[src/mbps_pkg.sv]
// ----------------------------------------------------------------------------
// mbps_pkg
// Types and constants shared by the masked byte pattern scanner.
// ----------------------------------------------------------------------------
`default_nettype none

package mbps_pkg;

    localparam int CFG_DATA_WIDTH     = 64;
    localparam int CFG_INDEX_WIDTH    = 2;
    localparam int PATTERN_SLOTS      = 16;
    localparam int CARE_WIDTH         = 16;
    localparam int LENGTH_WIDTH       = 5;
    localparam int OFFSET_FIELD_WIDTH = 32;

    localparam logic [CARE_WIDTH-1:0]   CARE_MASK_RESET      = 16'hFFFF;
    localparam logic [LENGTH_WIDTH-1:0] PATTERN_LENGTH_RESET = 5'd16;

    // Configuration register indexes
    typedef enum logic [CFG_INDEX_WIDTH-1:0] {
        REG_PATTERN_LOW    = 2'd0,
        REG_PATTERN_HIGH   = 2'd1,
        REG_CARE_MASK      = 2'd2,
        REG_PATTERN_LENGTH = 2'd3
    } cfg_index_t;

    typedef struct packed {
        logic [CFG_DATA_WIDTH-1:0] pattern_bytes_low;
        logic [CFG_DATA_WIDTH-1:0] pattern_bytes_high;
        logic [CARE_WIDTH-1:0]     care_mask;
        logic [LENGTH_WIDTH-1:0]   pattern_length;
    } cfg_t;

    typedef struct packed {
        logic [7:0] data_byte;
        logic       last_byte;
    } scan_item_t;

    typedef struct packed {
        logic                          found;
        logic [OFFSET_FIELD_WIDTH-1:0] match_offset;
        logic                          region_done;
    } scan_result_t;

    // Status of the transaction held in the window stage
    typedef struct packed {
        logic valid;
        logic last_byte;
        logic overflow;
    } stage_stat_t;

endpackage

`default_nettype wire

[src/mbps_cfg_regs.sv]
// ----------------------------------------------------------------------------
// mbps_cfg_regs
// Configuration register file: pattern, care mask and pattern length.
// ----------------------------------------------------------------------------
`default_nettype none

module mbps_cfg_regs
    import mbps_pkg::*;
(
    input  wire logic                       clk,
    input  wire logic                       rst_n,
    input  wire logic                       cfg_write,
    input  wire logic [CFG_INDEX_WIDTH-1:0] cfg_index,
    input  wire logic [CFG_DATA_WIDTH-1:0]  cfg_data,
    output cfg_t                            cfg
);

    cfg_t cfg_reg;
    cfg_t cfg_next;

    // Decode the write
    always_comb
    begin
        cfg_next = cfg_reg;
        if (cfg_write)
        begin
            case (cfg_index_t'(cfg_index))
                REG_PATTERN_LOW:    cfg_next.pattern_bytes_low  = cfg_data;
                REG_PATTERN_HIGH:   cfg_next.pattern_bytes_high = cfg_data;
                REG_CARE_MASK:      cfg_next.care_mask      = cfg_data[CARE_WIDTH-1:0];
                REG_PATTERN_LENGTH: cfg_next.pattern_length = cfg_data[LENGTH_WIDTH-1:0];
                default:            cfg_next = cfg_reg;
            endcase
        end
    end

    always_ff @(posedge clk or negedge rst_n)
    begin
        if (!rst_n)
        begin
            cfg_reg.pattern_bytes_low  <= '0;
            cfg_reg.pattern_bytes_high <= '0;
            cfg_reg.care_mask          <= CARE_MASK_RESET;
            cfg_reg.pattern_length     <= PATTERN_LENGTH_RESET;
        end
        else
        begin
            cfg_reg <= cfg_next;
        end
    end

    assign cfg = cfg_reg;

endmodule

`default_nettype wire

[src/mbps_window.sv]
// ----------------------------------------------------------------------------
// mbps_window
// Input stage: shifts each accepted byte into the sliding window and counts
// bytes of the region; starts from a clear window after a region's last byte.
// ----------------------------------------------------------------------------
`default_nettype none

module mbps_window
    import mbps_pkg::*;
#(
    parameter int MAX_PATTERN = 16,
    parameter int CNT_W       = 32
)
(
    input  wire logic                           clk,
    input  wire logic                           rst_n,
    input  wire logic                           accept,
    input  wire logic                           advance,
    input  wire scan_item_t                     item,
    output logic [MAX_PATTERN-1:0][7:0]         window,
    output logic [CNT_W-1:0]                    count,
    output stage_stat_t                         stat
);

    logic [MAX_PATTERN-1:0][7:0] window_reg;
    logic [MAX_PATTERN-1:0][7:0] window_next;
    logic [MAX_PATTERN-1:0][7:0] base_window;
    logic [CNT_W-1:0]            count_reg;
    logic [CNT_W-1:0]            count_next;
    logic [CNT_W-1:0]            base_count;
    logic                        base_full;
    stage_stat_t                 stat_reg;
    stage_stat_t                 stat_next;

    // Start over after the last byte of a region
    assign base_window = stat_reg.last_byte ? '0 : window_reg;
    assign base_count  = stat_reg.last_byte ? '0 : count_reg;
    assign base_full   = (base_count == {CNT_W{1'b1}});

    // Shift in the new byte, advance the saturating count
    always_comb
    begin
        window_next = window_reg;
        count_next  = count_reg;
        stat_next   = stat_reg;
        if (accept)
        begin
            window_next[0] = item.data_byte;
            for (int k = 1; k < MAX_PATTERN; k++)
            begin
                window_next[k] = base_window[k-1];
            end
            count_next          = base_full ? base_count : base_count + CNT_W'(1);
            stat_next.valid     = 1'b1;
            stat_next.last_byte = item.last_byte;
            stat_next.overflow  = base_full;
        end
        else if (advance)
        begin
            stat_next.valid = 1'b0;
        end
    end

    always_ff @(posedge clk or negedge rst_n)
    begin
        if (!rst_n)
        begin
            window_reg <= '0;
            count_reg  <= '0;
            stat_reg   <= '0;
        end
        else
        begin
            window_reg <= window_next;
            count_reg  <= count_next;
            stat_reg   <= stat_next;
        end
    end

    assign window = window_reg;
    assign count  = count_reg;
    assign stat   = stat_reg;

endmodule

`default_nettype wire

[src/mbps_match.sv]
// ----------------------------------------------------------------------------
// mbps_match
// Result stage: masked compare of the window against the pattern, first-match
// tracking per region, and the result output register.
// ----------------------------------------------------------------------------
`default_nettype none

module mbps_match
    import mbps_pkg::*;
#(
    parameter int MAX_PATTERN = 16,
    parameter int CNT_W       = 32
)
(
    input  wire logic                           clk,
    input  wire logic                           rst_n,
    input  wire cfg_t                           cfg,
    input  wire logic [MAX_PATTERN-1:0][7:0]    window,
    input  wire logic [CNT_W-1:0]               count,
    input  wire stage_stat_t                    stat,
    input  wire logic                           result_stall,
    output logic                                result_valid,
    output scan_result_t                        result,
    output logic                                free
);

    localparam int LEN_W = $clog2(MAX_PATTERN + 1);
    localparam int IDX_W = (MAX_PATTERN > 1) ? $clog2(MAX_PATTERN) : 1;

    logic [PATTERN_SLOTS-1:0][7:0] pattern;
    logic [LEN_W-1:0]              len;
    logic                          window_hit;
    logic                          hit;
    logic                          produce;
    logic                          advance;
    logic [CNT_W-1:0]              offset;
    logic                          reported_reg;
    logic                          reported_next;
    logic                          valid_reg;
    logic                          valid_next;
    scan_result_t                  result_reg;
    scan_result_t                  result_next;

    assign pattern = {cfg.pattern_bytes_high, cfg.pattern_bytes_low};

    // Clamp the pattern length into 1..MAX_PATTERN
    always_comb
    begin
        if (cfg.pattern_length == '0)
        begin
            len = LEN_W'(1);
        end
        else if (cfg.pattern_length > LENGTH_WIDTH'(MAX_PATTERN))
        begin
            len = LEN_W'(MAX_PATTERN);
        end
        else
        begin
            len = LEN_W'(cfg.pattern_length);
        end
    end

    // Compare each pattern byte against its window byte; wildcards pass
    always_comb
    begin
        logic [LEN_W-1:0] pos;
        logic [7:0]       seen;
        window_hit = 1'b1;
        for (int i = 0; i < MAX_PATTERN; i++)
        begin
            pos  = len - LEN_W'(1) - LEN_W'(i);
            seen = window[pos[IDX_W-1:0]];
            if ((LEN_W'(i) < len) && cfg.care_mask[i] && (seen != pattern[i]))
            begin
                window_hit = 1'b0;
            end
        end
    end

    assign hit     = window_hit && !reported_reg && !stat.overflow
                     && (count >= CNT_W'(len));
    assign produce = hit || (stat.last_byte && !reported_reg);
    assign offset  = count - CNT_W'(len);

    // Output register takes a new result when empty or being drained
    assign free    = !valid_reg || !result_stall;
    assign advance = stat.valid && free;

    always_comb
    begin
        reported_next = reported_reg;
        valid_next    = valid_reg;
        result_next   = result_reg;
        if (advance)
        begin
            reported_next = stat.last_byte ? 1'b0 : (reported_reg || hit);
        end
        if (advance && produce)
        begin
            valid_next               = 1'b1;
            result_next.found        = hit;
            result_next.match_offset = hit ? OFFSET_FIELD_WIDTH'(offset) : '0;
            result_next.region_done  = stat.last_byte;
        end
        else if (!result_stall)
        begin
            valid_next = 1'b0;
        end
    end

    always_ff @(posedge clk or negedge rst_n)
    begin
        if (!rst_n)
        begin
            reported_reg <= 1'b0;
            valid_reg    <= 1'b0;
        end
        else
        begin
            reported_reg <= reported_next;
            valid_reg    <= valid_next;
        end
    end

    // Hold payload without reset
    always_ff @(posedge clk)
    begin
        result_reg <= result_next;
    end

    assign result_valid = valid_reg;
    assign result       = result_reg;

endmodule

`default_nettype wire

[src/masked_byte_pattern_scanner_core.sv]
// ----------------------------------------------------------------------------
// masked_byte_pattern_scanner_core
// Streams region bytes through a sliding window and reports the first
// masked match of a configured pattern, or not-found at the region's end.
// ----------------------------------------------------------------------------
// Takes one byte per cycle, with no gaps, for as long as results are taken.
// A transaction passes a window register stage and a result register stage:
// its result, if any, is loaded from the window stage into the output
// register once that register is free, and waits there until taken.
// scan_stall rises only while a result sits in the output register and
// result_stall holds it there with another byte already in the window stage.
// At most one result per region: the first match, with its offset from the
// region start, or found = 0 on the last byte; region_done marks a result
// that comes with the last byte. Write configuration only while idle.
// ----------------------------------------------------------------------------
`default_nettype none

module masked_byte_pattern_scanner_core
    import mbps_pkg::*;
#(
    parameter int MAX_PATTERN  = 16,
    parameter int OFFSET_WIDTH = 32
)
(
    input  wire logic                       clk,
    input  wire logic                       rst_n,
    input  wire logic                       cfg_write,
    input  wire logic [CFG_INDEX_WIDTH-1:0] cfg_index,
    input  wire logic [CFG_DATA_WIDTH-1:0]  cfg_data,
    input  wire logic                       scan_valid,
    output logic                            scan_stall,
    input  wire scan_item_t                 scan_item,
    output logic                            result_valid,
    input  wire logic                       result_stall,
    output scan_result_t                    result
);

    localparam int CNT_W = (OFFSET_WIDTH < 32) ? OFFSET_WIDTH : 32;

    cfg_t                        cfg;
    logic [MAX_PATTERN-1:0][7:0] window;
    logic [CNT_W-1:0]            count;
    stage_stat_t                 stat;
    logic                        free;
    logic                        accept;
    logic                        advance;

    // Handshake between the two stages
    assign scan_stall = stat.valid && !free;
    assign accept     = scan_valid && !scan_stall;
    assign advance    = stat.valid && free;

    mbps_cfg_regs u_cfg_regs (
        .clk       (clk),
        .rst_n     (rst_n),
        .cfg_write (cfg_write),
        .cfg_index (cfg_index),
        .cfg_data  (cfg_data),
        .cfg       (cfg)
    );

    mbps_window #(
        .MAX_PATTERN (MAX_PATTERN),
        .CNT_W       (CNT_W)
    ) u_window (
        .clk     (clk),
        .rst_n   (rst_n),
        .accept  (accept),
        .advance (advance),
        .item    (scan_item),
        .window  (window),
        .count   (count),
        .stat    (stat)
    );

    mbps_match #(
        .MAX_PATTERN (MAX_PATTERN),
        .CNT_W       (CNT_W)
    ) u_match (
        .clk          (clk),
        .rst_n        (rst_n),
        .cfg          (cfg),
        .window       (window),
        .count        (count),
        .stat         (stat),
        .result_stall (result_stall),
        .result_valid (result_valid),
        .result       (result),
        .free         (free)
    );

endmodule

`default_nettype wire

[config.mk]
export PLATFORM = sky130hd
export DESIGN_NAME = masked_byte_pattern_scanner_core
export DESIGN_NICKNAME = d
export VERILOG_FILES = /design/src/mbps_pkg.sv /design/src/mbps_cfg_regs.sv /design/src/mbps_window.sv /design/src/mbps_match.sv /design/src/masked_byte_pattern_scanner_core.sv
export SDC_FILE = /design/constraint.sdc
export NUM_CORES = 1
export LEC_CHECK = 0
export BUFFER_PORTS_ARGS = -buffer_cell sky130_fd_sc_hd__buf_4
export CORE_MARGIN = 2
export CORE_UTILIZATION = 43
export DETAILED_ROUTE_END_ITERATION = 10
export SYNTH_ARGS = -nofsm -noshare
export SYNTH_HDL_FRONTEND = slang
export SYNTH_SLANG_ARGS = --single-unit
[constraint.sdc]
create_clock -name clk -period 10.2 [get_ports clk]
set_clock_uncertainty 0.2 [all_clocks]
set_input_delay 0 -clock clk [delete_from_list [all_inputs] [get_ports clk]]
set_output_delay 0 -clock clk [all_outputs]
set_load 0.01 [all_outputs]
==> results.md <==
* LEAKAGE at ~0.011 uW
* Grt met3 use at 5.42%
* Final hold violations at 0
* Worst-margin pin slew at ~1400 ps
* Placed Cells at 2846
* WP data arrival at roughly 8000 ps
* Max Cap Viol at 0
* Routed vias/inst at 6.25
* Fin. max-slew vios at 0
* Post-synth EDFFs at 34
* VDD IR max at 0.115 mV
* Remaining Overflow, GRT at 0
* Post-synth ARST share at 90.2%
* Post-synth top area share at 32.4%
* Wire per inst at 25.0 um
* CP top delay family: simple AND/OR/NAND/NOR gates
* Cell Chain, Critical Path: nand2b_1 > nand2_4 > inv_2 > buf_4 > ha_1 > xnor2_1 > ha_1 > a21boi_0 > xnor2_2 > mux4_2 > xnor2_1 > nor4_1 > a31oi_1 > nor4_2 > nand4_4 > a21oi_4
* Top cell type by total area after synthesis: dfrtp_1
* Post-DP HPWL at around 54000 um
* Initial antenna violation count at 0
* Full die area at between 50000 and 60000 um^2
* Post-Syn Nets at 2265
* Vias at 19000
* Clock Tree Buf Depth at 3
* Routability cong. at 0.994
* Num ports at 116
* TNS Setup at 0 ps
* Core ar. at 52700 um^2
* RSZ-0062 raised after global routing: no
* Hold Crit Class: in2reg
* Synth warn at 0
* Post-DRT Antenna Nets at 0
* Layout fillers at roughly 4600
* Register area share after synthesis at around 40%
* Clock Sinks at ~350
* Drt drc at 0
* Root buffer cell: clkbuf_16
* Layout area overhead at 17.6%
* Iteration-0 DRC Markers at 2561
* Slowest-stage cell, CP: a21oi_4
* Total Routing Usage GR at 27.2%
* Crit path depth at 16
* Pwr dens at 208 nW/um^2
* Met1 usage at roughly two fifths
* Die height at ~230 um
* CP Capture Type: register
* Cts hold-fix bufs at 113
* Largest net degree at the start of global routing at about 150
* Fin crit period at 7960 ps
* Post-route insts no fill at roughly 3000
* Layout cells sized above 1 at 25.1%
* First-pass GRT wire length at 116000 um
* Flip-flop and latch area at 8900 um^2
* Crit path largest cell delay at 1060 ps
* Die Wd at 235 um
* # setup viols final at 0
* CTS tree: done
* Critical path peak fanout at 36
* CTS resizes at 0
* Total wire length at 75900 um
* Hold Crit Depth at 3
* Syn Std Cell Area at 22900 um^2
* Top cells by area, synth: dfrtp_1 (32%), mux4_2 (11%), mux2_2 (9.1%)
* CP Buf/Inv Count at 2
* Seq cells post-synth at 348
* Prevailing post-synth register cell: dfrtp_1
* Layout Nets at 2413
* M2 GR Usage at 41.4%
* Inserted Clock Buffers at slightly above 40
* CP Launch Type: register
* Vias in the first global route at 18300
* Critical Path RT at 10190 ps
* I/O Buffers at 115
* Run status: completed
* Relative slew slack at just under 9%
* Clk_lat worst skew at 570 ps
* Num rows at 84
* Most Used Layer, Global Route: met2
* H-tree Lvls at 2
* Setup CP Type: reg2reg
* Syn Inst Count at ~2200
* Worst r2r path cells at 16
* Starting Density at 43.5%
* Multi-input gate area at 13300 um^2
* Final worst-path cycle share at 78.0%
* Most common cell after layout, fill and taps aside: nand2_1
* First-pass DRT Iterations at 8
* Clk slew on worst S/H paths at 60 ps
* Max FFs per register at 149
* Number of unique standard cell types used by synthesis at 79
* Syn Area/Cell at about 11 um^2
* Most frequent cells in the layout: nand2_1 (345), dfrtp_1 (295), mux2_2 (185)
* Post-CTS setup buffer count at 0
* Fmax at 0.126 GHz
## layout make-up
class	instances	share of cell area (%)
antenna	1	0.00929
inverter	29	0.404
clock inverter	17	0.841
multi-input combinational	1622	49.3
sequential	348	33.1
clock buffer	57	4.37
tap	688	3.20
timing repair buffer	273	8.83
## path summary, 6_finish.rpt
| check | from | endpoint | slack [ps] |
|---|---|---|---|
| hold reg to reg | u_window.stat[0]$_DFFE_PN0P_ | u_window.stat[0]$_DFFE_PN0P_ | 290 |
| min in group asynchronous | rst_n | u_cfg_regs.cfg[11]$_DFFE_PN1P_ | 350 |
| max in group asynchronous | rst_n | u_window.stat[1]$_DFFE_PN0P_ | 8390 |
| setup reg to reg | u_cfg_regs.cfg[0]$_DFFE_PN0P_ | u_match.result[4]$_SDFFCE_PN0P_ | 2240 |
| hold / removal | cfg_data[54] | u_cfg_regs.cfg[75]$_DFFE_PN0P_ | 20 |
| setup / recovery | u_cfg_regs.cfg[0]$_DFFE_PN0P_ | u_match.result[4]$_SDFFCE_PN0P_ | 2240 |
## metal layers
| metal | vias to the layer above | part of all wire, % | routed length (um) |
|---|---|---|---|
| li1 | 8369 | - | - |
| met4 | 0 | 3.6 | 2710 |
| met2 | 870 | 45 | 34300 |
| met1 | 9594 | 43 | 32500 |
| met5 | - | 0 | 0 |
| met3 | 143 | 8.5 | 6490 |
## power breakdown
group,leakage [uW],switching [uW],total (uW),internal [uW]
Combinational,0.00634,1280,2270,988
Sequential,0.00432,220,1800,1580
Clock,0.000698,605,1540,935
Total,0.0114,2110,5600,3500
## kinds of logic after synthesis
| kind of cell | synth area share, % |
|---|---|
| muxes | 23.0 |
| xor gates and xnor gates | 6.52 |
| adders and majority gates | 1.02 |
| and+or+nand+nor | 15.7 |
| buffers and inverters | 3.51 |
| DFF | 38.8 |
| AOI/OAI and AO/OA | 11.4 |
## cell usage after synthesis (6+ instances only)
| cell | number |
|---|---|
| and3_1 | 14 |
| nor2_1 | 76 |
| buf_1 | 16 |
| buf_2 | 31 |
| a31oi_1 | 13 |
| o221ai_1 | 6 |
| or2_2 | 12 |
| clkbuf_1 | 117 |
| inv_1 | 26 |
| xnor2_1 | 81 |
| nor3_1 | 23 |
| a21oi_1 | 53 |
| mux4_2 | 116 |
| a32o_1 | 11 |
| a221oi_1 | 13 |
| a21o_1 | 6 |
| o31ai_1 | 9 |
| a22oi_1 | 89 |
| mux2_2 | 185 |
| ha_1 | 17 |
| nand2b_1 | 10 |
| nand2_1 | 346 |
| nand3b_1 | 117 |
| o22ai_1 | 20 |
| a21boi_0 | 7 |
| nor4_1 | 36 |
| nand4_1 | 12 |
| edfxtp_1 | 34 |
| dfrtp_1 | 297 |
| nand3_1 | 28 |
| o21ai_0 | 36 |
| dfstp_2 | 17 |
| a211oi_1 | 28 |
| a222oi_1 | 26 |
| mux2i_1 | 57 |
| xor2_1 | 82 |
| o211ai_1 | 12 |
| nor2b_1 | 9 |
## tightest hold or removal path, delay by kind of cell
kind	cells	cell delay (ps)
buffers and inverters	2	640
multiplexers	1	130
## metrics by stage
step	instance area [um^2]	utilization, %	hold slack, ps	setup slack [ps]	total power, uW
3_5_place_dp	24400	46.3	-119	2290	4000
4_1_cts	26900	51.1	0.0326	2250	5600
2_1_floorplan	22900	-	-496	2470	3380
5_1_grt	26900	51.1	26.8	1620	5870
6_report	26900	51.2	21.5	2240	5600
3_3_place_gp	24400	46.3	-134	2420	3960
No activity file was read; power rests on OpenSTA's default activity.
